`config.mk`:
```
export PLATFORM = sky130hd
export DESIGN_NAME = setc_fill
export DESIGN_NICKNAME = d
export VERILOG_FILES = /design/src/design/setc_pkg.sv /design/src/design/setc_fill.sv
export SDC_FILE = /design/constraint.sdc
export NUM_CORES = 2
export LEC_CHECK = 0
export ABC_AREA = 1
export ABC_CLOCK_PERIOD_IN_PS = 12600
export BUFFER_PORTS_ARGS = -buffer_cell sky130_fd_sc_hd__buf_2
export CAP_MARGIN = 20
export CORE_ASPECT_RATIO = 0.7
export CORE_MARGIN = 2
export CORE_UTILIZATION = 34
export DETAILED_ROUTE_END_ITERATION = 7
export PLACE_DENSITY = 0.6
export SYNTH_ARGS = -nofsm -noshare
export SYNTH_HDL_FRONTEND = slang
export SYNTH_MEMORY_MAX_BITS = 65536
export SYNTH_SLANG_ARGS = --single-unit
export TNS_END_PERCENT = 100
```
`constraint.sdc`:
```
create_clock -name clk -period 12.6 [get_ports clk]
set_clock_uncertainty 0.05 [all_clocks]
set_input_delay 2.52 -clock clk [delete_from_list [all_inputs] [get_ports clk]]
set_output_delay 2.52 -clock clk [all_outputs]
set_load 0.005 [all_outputs]
```
`src/design/setc_pkg.sv`:
```
`timescale 1ns / 1ps
// Shared types, constants and tables for the smooth escape-time colouriser.
// No dependencies.
package setc_pkg;

	localparam int GRADIENT_ENTRIES_DEF = 2048;
	localparam int ITER_BITS_DEF        = 16;
	localparam int RADIUS_FRAC_BITS_DEF = 16;

	localparam logic [17:0] LOG2_099_Q24 = 18'd243262;
	localparam logic [16:0] ONE_Q16      = 17'h10000;
	localparam int          NUM_STOPS    = 6;
	localparam int          POS_SCALE    = 10000;

	typedef struct packed {
		logic [15:0] iter_count;
		logic [23:0] radius_sq;
	} px_in_t;

	typedef struct packed {
		logic [7:0]  red;
		logic [7:0]  green;
		logic [7:0]  blue;
		logic [10:0] grad_index;
	} px_out_t;

	// round(2^(-2^-(k+1)) * 65536)
	function automatic logic [15:0] pow_half(input int k);
		case (k)
			0:       return 16'd46341;
			1:       return 16'd55109;
			2:       return 16'd60097;
			3:       return 16'd62757;
			4:       return 16'd64132;
			5:       return 16'd64830;
			6:       return 16'd65182;
			7:       return 16'd65359;
			8:       return 16'd65447;
			9:       return 16'd65492;
			10:      return 16'd65514;
			11:      return 16'd65525;
			12:      return 16'd65530;
			13:      return 16'd65533;
			default: return 16'd65535;
		endcase
	endfunction

	// stop positions in units of 1/10000
	function automatic int stop_pos(input int k);
		case (k)
			0:       return 0;
			1:       return 1600;
			2:       return 4200;
			3:       return 6425;
			4:       return 8575;
			default: return 10000;
		endcase
	endfunction

	function automatic int stop_chan(input int k, input int ch);
		case (k * 3 + ch)
			0:       return 0;
			1:       return 7;
			2:       return 100;
			3:       return 32;
			4:       return 107;
			5:       return 203;
			6:       return 237;
			7:       return 255;
			8:       return 255;
			9:       return 255;
			10:      return 170;
			11:      return 0;
			12:      return 0;
			13:      return 2;
			default: return 0;
		endcase
	endfunction

endpackage

```
`src/design/setc_fill.sv`:
```
`timescale 1ns / 1ps
// Gradient table builder: after reset sweeps every entry, interpolates the colour
// stops and divides serially, then writes each entry in turn. Uses setc_pkg.
module setc_fill import setc_pkg::*; #(
	parameter int ENTRIES = GRADIENT_ENTRIES_DEF
) (
	input  logic                       clk,
	input  logic                       arst_n,
	output logic                       busy,
	output logic                       we,
	output logic [$clog2(ENTRIES)-1:0] waddr,
	output logic [23:0]                wdata
);

	localparam int IW = $clog2(ENTRIES);
	localparam int XW = 26;

	localparam logic [2:0] ST_SEG  = 3'd0;
	localparam logic [2:0] ST_MUL  = 3'd1;
	localparam logic [2:0] ST_DIV  = 3'd2;
	localparam logic [2:0] ST_WR   = 3'd3;
	localparam logic [2:0] ST_DONE = 3'd4;

	logic [2:0]    state_q;
	logic [IW-1:0] i_q;
	logic [2:0]    seg_q;
	logic [2:0]    k_q;
	logic [23:0]   num_q;
	logic [23:0]   den_q;
	logic [31:0]   rem_q [0:2];
	logic [7:0]    qt_q  [0:2];

	logic [XW-1:0] xi_c;
	logic [2:0]    seg_c;
	logic [XW-1:0] num_c;
	logic [23:0]   den_c;

	always_comb begin
		xi_c  = XW'(i_q) * XW'(POS_SCALE);
		seg_c = '0;
		for (int k = 1; k < NUM_STOPS - 1; k++) begin
			if (XW'(stop_pos(k) * ENTRIES) < xi_c) seg_c = seg_c + 3'd1;
		end
		num_c = xi_c - XW'(stop_pos(int'(seg_c)) * ENTRIES);
		den_c = 24'((stop_pos(int'(seg_c) + 1) - stop_pos(int'(seg_c))) * ENTRIES);
	end

	always_ff @(posedge clk or negedge arst_n) begin
		if (!arst_n) begin
			state_q <= ST_SEG;
			i_q     <= '0;
			k_q     <= '0;
		end else begin
			case (state_q)
				ST_SEG: state_q <= ST_MUL;
				ST_MUL: begin
					k_q     <= 3'd7;
					state_q <= ST_DIV;
				end
				ST_DIV: begin
					k_q <= k_q - 3'd1;
					if (k_q == 3'd0) state_q <= ST_WR;
				end
				ST_WR: begin
					if (i_q == IW'(ENTRIES - 1)) begin
						state_q <= ST_DONE;
					end else begin
						i_q     <= i_q + 1'b1;
						state_q <= ST_SEG;
					end
				end
				default: state_q <= ST_DONE;
			endcase
		end
	end

	for (genvar ch = 0; ch < 3; ch++) begin : g_ch
		logic signed [33:0] v_c;
		logic [31:0]        dsh_c;
		always_comb begin
			v_c = $signed(34'(stop_chan(int'(seg_q), ch))) * $signed({10'b0, den_q})
				+ $signed(34'(stop_chan(int'(seg_q) + 1, ch) - stop_chan(int'(seg_q), ch)))
				* $signed({10'b0, num_q});
			dsh_c = {8'b0, den_q} << k_q;
		end
		always_ff @(posedge clk) begin
			if (state_q == ST_MUL) begin
				rem_q[ch] <= v_c[31:0];
				qt_q[ch]  <= '0;
			end else if (state_q == ST_DIV && rem_q[ch] >= dsh_c) begin
				rem_q[ch]      <= rem_q[ch] - dsh_c;
				qt_q[ch][k_q]  <= 1'b1;
			end
		end
	end

	always_ff @(posedge clk) begin
		if (state_q == ST_SEG) begin
			seg_q <= seg_c;
			num_q <= num_c[23:0];
			den_q <= den_c;
		end
	end

	assign busy  = (state_q != ST_DONE);
	assign we    = (state_q == ST_WR);
	assign waddr = i_q;
	assign wdata = {qt_q[0], qt_q[1], qt_q[2]};

endmodule

```
# [Yosys cells after proc, flatten, opt, wreduce, memory -nomap -nowiden]
# Memories as Yosys holds them, arrays and structs flattened.
# Cells that the tools add are included.
[classes] n_addsub=22 n_mul=9 n_div=0 order_cmp=9 eq_ne=14 shifts=1 mux=62 bitwise_logic=28 n_reduce_logical=16
[op_table] op="$mux W32" count=12
[op_table] op="$logic_not A28 Y1" count=6
[op_table] op="$pmux W13 S5" count=2
[op_table] op="$mul A33 B25 Y32" count=3
[op_table] op="$sub A32 B32 Y33" count=3
[op_table] op="$add A32 B32 Y32" count=3
[op_table] op="$ge A32 B32 Y1" count=3
[op_table] op="$mul A32 B14 Y21" count=3
[op_table] op="$sub A32 B32 Y32" count=3
[op_table] op="$add A32 B2 Y32 const B" count=2
[op_table] op="$lt A24 B25 Y1 const A" count=2
[op_table] op="$mux W1" count=37
[op_table] op="$logic_not A32 Y1" count=1
[op_table] op="$shl A24 B3 Y32" count=1
[op_table] op="$or A1 B1 Y1" count=27
[op_table] op="$lt A22 B25 Y1 const A" count=1
[op_table] op="$lt A25 B25 Y1 const A" count=1
[op_table] op="$mux W8" count=3
[op_table] op="$sub A24 B24 Y24" count=1
[op_table] op="$mul A11 B10 Y21 const B" count=1
[op_table] op="$mux W3" count=5
[op_table] op="$sub A13 B13 Y13" count=1
[op_table] op="$eq A3 B2 Y1 const B" count=4
[op_table] op="$pmux W3 S4" count=1
[op_table] op="26 further kinds" count=35
[totals] register_bits=57 latch_bits=0 mem_bits_rw=120 mem_bits_ro=1152 inputBits=2 output_inout_bits=37 elab_cells=178 n_memories=11
[memory_table] name="(no name shown)" depth=16 word_bits=8 rd=1 rd_clocked_by_memory_dff=0 wr=0 line="setc_pkg.sv:61" rtl="case (k * 3 + ch)"
[memory_table] name="(no name shown)" depth=16 word_bits=8 rd=1 rd_clocked_by_memory_dff=0 wr=0 line="setc_pkg.sv:61"
[memory_table] name="(no name shown)" depth=16 word_bits=8 rd=1 rd_clocked_by_memory_dff=0 wr=0 line="setc_pkg.sv:61"
[memory_table] name="(no name shown)" depth=16 word_bits=8 rd=1 rd_clocked_by_memory_dff=0 wr=0 line="setc_pkg.sv:61"
[memory_table] name="(no name shown)" depth=16 word_bits=8 rd=1 rd_clocked_by_memory_dff=0 wr=0 line="setc_pkg.sv:61"
[memory_table] name="(no name shown)" depth=16 word_bits=8 rd=1 rd_clocked_by_memory_dff=0 wr=0 line="setc_pkg.sv:61"
[memory_table] name="+5 memories"

# [Longest topological paths before layout]
[depth] ltp_word=13 mapped_depth=63 mapped_depth_nobuf=60

# [Worst setup path after synthesis]
# No wires, ideal clock.
[synth_timing] kind="flip-flop to flip-flop" start="register seg_q[1]" end="memory rem_q[1][31], data pin" t_arrival_ps=10220 slack_ps=2077 stages_incl_launch_ff=54 path_buffers=0 cell_sequence="edfxtp_1 > ha_1 > fa_1 > ha_1 > nand3_1 > nand3_1 > o21ai_1 > nand2_2 > nor2_1 > clkinv_1 > nor2_1 > fa_1 > inv_1 > fa_1 > inv_1 > ha_1 > ha_1 > inv_1 > [18 not listed] > fa_1 > inv_1 > fa_1 > inv_1 > ha_1 > nand2_1 > o21ai_0 > a21oi_1 > o21ai_0 > nand3_1 > nand2_1 > nand3_1 > nand2_1 > nand3_1 > nand2_1 > nand2_1 > nand3_1 > nand2_1"
[synth_lines] element="start, declared" line="setc_fill.sv:26" rtl="logic [2:0] seg_q;"
[synth_lines] element="start signal, assigned" line="setc_fill.sv:99" rtl="seg_q <= seg_c;"
[synth_lines] element="end, declared" line="setc_fill.sv:30" rtl="logic [31:0] rem_q [0:2];"

==> reports/results.tsv <==
metric	value	unit
status	finished, final reports clean	
Power, Total	0.00111	W
clk root buf	clkbuf_16	
R2R setup slack	0.70	ns
final setup TNS	0	ns
CP max stage delay	0.59	ns
crit path launch	seg_q[1]	
detailed placement HPWL	168000	microns
number of buffers on the longest clock path	2	
Most used DFF post-synth	edfxtp_1	
Initial Util	0.344	
vias in the first global route	46500	
CP required	12.82	ns
CP endpoint kind	flop	
Die ar.	0.172	sq mm
cell taking the most area after synthesis	fa_1	
drt drc	0	
total grt overflow	0	
sequential share of the synthesized area	0.0706	
via total after detailed routing	45400	
final setup vio count	0	
Core ar.	0.166	sq mm
Rows	125	
largest net degree at the start of global routing	54	
critical path arrival	12.12	ns
Pwr per Cell Area	18.2	mW/mm^2
Pleak	34.8	nW
Worst-Margin Slew	1.15	ns
Layout Cells excl Fill	9291	
CP startpoint kind	flop	
fmax	84.0	MHz
Async S/R FF share, synth	0.121	
clock slew at reported path FFs	0.07	ns
cell with the most instances after synthesis	inv_1	
Max-Cap Viols	0	
Crit path top cell by count	inv_1	
Crit Path Max Fanout	9	
Mapped Cells	7063	
drt total wl	196000	microns
Netlist Area Pre-Place	0.0572	sq mm
synthesized flop and latch total	140	
synth top area cells	fa_1 36%, ha_1 18%, inv_1 13%	
GP Congestion	1.00	
synth-to-layout area growth	6.48	%
Slowest-stage cell, CP	fa_1	
busiest grt layer	met1	
CTS tree	built	
FF-to-FF Start	seg_q[1]	
Final min period	11.90	ns
Worst-Skew Late Latency	0.53	ns
maximum VDD drop	0.0734	mV
Area after DPL	0.0603	sq mm
Die W	494	microns
hold depth	2	
top post-synthesis cells by count	1908 x inv_1, 1167 x nand2_1, 1040 x fa_1, 815 x ha_1, 649 x nor2_1	
RSZ-0062 raised after global routing	no	
Buffers on Ports	38	
Post-synth EDFFs	115	
hold_buf cts	0	
final hold vios	0	
vias per cell	4.89	
Inst Count DP	9255	
post-cts sizing count	0	
Layout Utilization	0.366	
I/O pin cnt	39	
Slew HR	0.228	
DR pass1 iterations	6	
GRT Resource Usage Total	0.232	
YS warnings	0	
average size of a mapped cell	8.10	sq um
Die Y	347	microns
met2 Resource Use GR	0.321	
met1 usage in global routing	0.344	
fin crit share	0.944	
Post-CTS Setup Bufs	0	
worst-case hold path end point	qt_q[2][1]	
global-route wire length before repair	295000	microns
Worst R2R Path Depth	52	
GR met3 Demand/Resource	0.0811	
Fill cells	17300	
fraction of layout cells with a size suffix above 1	0.0395	
worst hold start	qt_q[2][1]	
fin area	0.0609	sq mm
initial antenna violation count	13	
# clock sinks	140	
TritonCTS buffer count	17	
RR Endpoint	rem_q[2][31]	
CTS H-tree depth	4	
share of the synthesized area in the top cell type	0.364	
crit path kind	flop to flop	
starting DRC count in detailed routing	4553	
worst min path class	flop to flop	
WL per Instance	21.0	microns
Layout Nets	8909	
Routed Antenna Nets	0	
max-slew violations	0	
synth unique cells	63	
[power breakdown]
part,switching (W),internal [W]
Clock,0.000286,0.000300
Combinational,0.0000198,0.0000118
Sequential,0,0.000494
Total,0.000306,0.000805
[cell families after synthesis]
logic type               after synthesis  share of synthesized area
AND/OR/NAND/NOR                     2118                      0.151
AO/OA/AOI/OAI                        536                     0.0518
multiplexers                           2                   0.000350
XOR/XNOR                             270                     0.0419
adder cells (fa/ha/maj)             1856                      0.543
other                                  2                   0.000131
buffers and inverters               2139                      0.141
flip-flops                           140                     0.0706
[worst max-delay path: cells and delay by family, from the launching register on]
kind / cells / cell delay (ns)
AO/OA/AOI/OAI: 7 / 1.41
adder cells (fa/ha/maj): 15 / 6.04
buffers and inverters: 12 / 1.14
XOR/XNOR: 2 / 0.41
AND/OR/NAND/NOR: 16 / 2.09
flip-flops: 1 / 0.54
[flip-flops by register name (all words and copies together) (netlist names)]
| signal | count |
|---|---|
| den_q | 13 |
| k_q | 3 |
| num_q | 20 |
| qt_q | 24 |
| rem_q | 63 |
| seg_q | 3 |
| state_q | 3 |
| waddr | 11 |
[final cells by class]
type	count	area, sq um	share of cell area
Sequential cell	140	4040	0.0663
Antenna cell	4	10.0	0.000164
Inverter	1954	7340	0.121
Clock inverter	15	181	0.00298
Clock buffer	17	425	0.00699
Multi-Input combinational cell	4799	45200	0.742
Timing Repair Buffer	140	956	0.0157
Tap cell	2222	2780	0.0457
[placed cells by master, fill, tap and decap left out, drive strengths merged, types with 14 or more instances in the layout]
master / count
nand4: 30
conb: 17
clkbuf: 17
a31oi: 20
clkinv: 30
nand3: 157
inv: 1934
o21bai: 23
dfrtp: 17
a21oi: 231
xor2: 168
nand3b: 14
fa: 1040
o21ai: 209
buf: 140
ha: 815
nor2: 659
edfxtp: 115
nor3: 23
nand2: 1205
or2: 15
xnor2: 101
[layer usage]
metal  part of all wire  wire [microns]
met2               0.39           76800
met3               0.13           25000
met4              0.020            3900
met1               0.46           89900
met5            0.00020              40
[per-stage QoR]
| stage | setup slack (ns) | hold WS (ns) |
|---|---|---|
| finish | 0.700 | 0.408 |
| detailed placement | 0.487 | 0.391 |
| global placement | 0.498 | 0.385 |
| CTS | 0.483 | 0.409 |
| global route | 0.00970 | 0.441 |
| floorplan | 2.08 | 0.402 |
[worst max path at each step]
stage,depth (start not counted),slack [ns],endpoint
after floorplan,53,2.08,rem_q[1][31]
after global placement,53,0.50,rem_q[1][31]
after detailed placement,52,0.49,rem_q[2][31]
after CTS,52,0.48,rem_q[2][31]
after global routing,52,0.01,rem_q[2][31]
final,52,0.70,rem_q[2][31]
No activity file was read; power rests on OpenSTA's default activity.
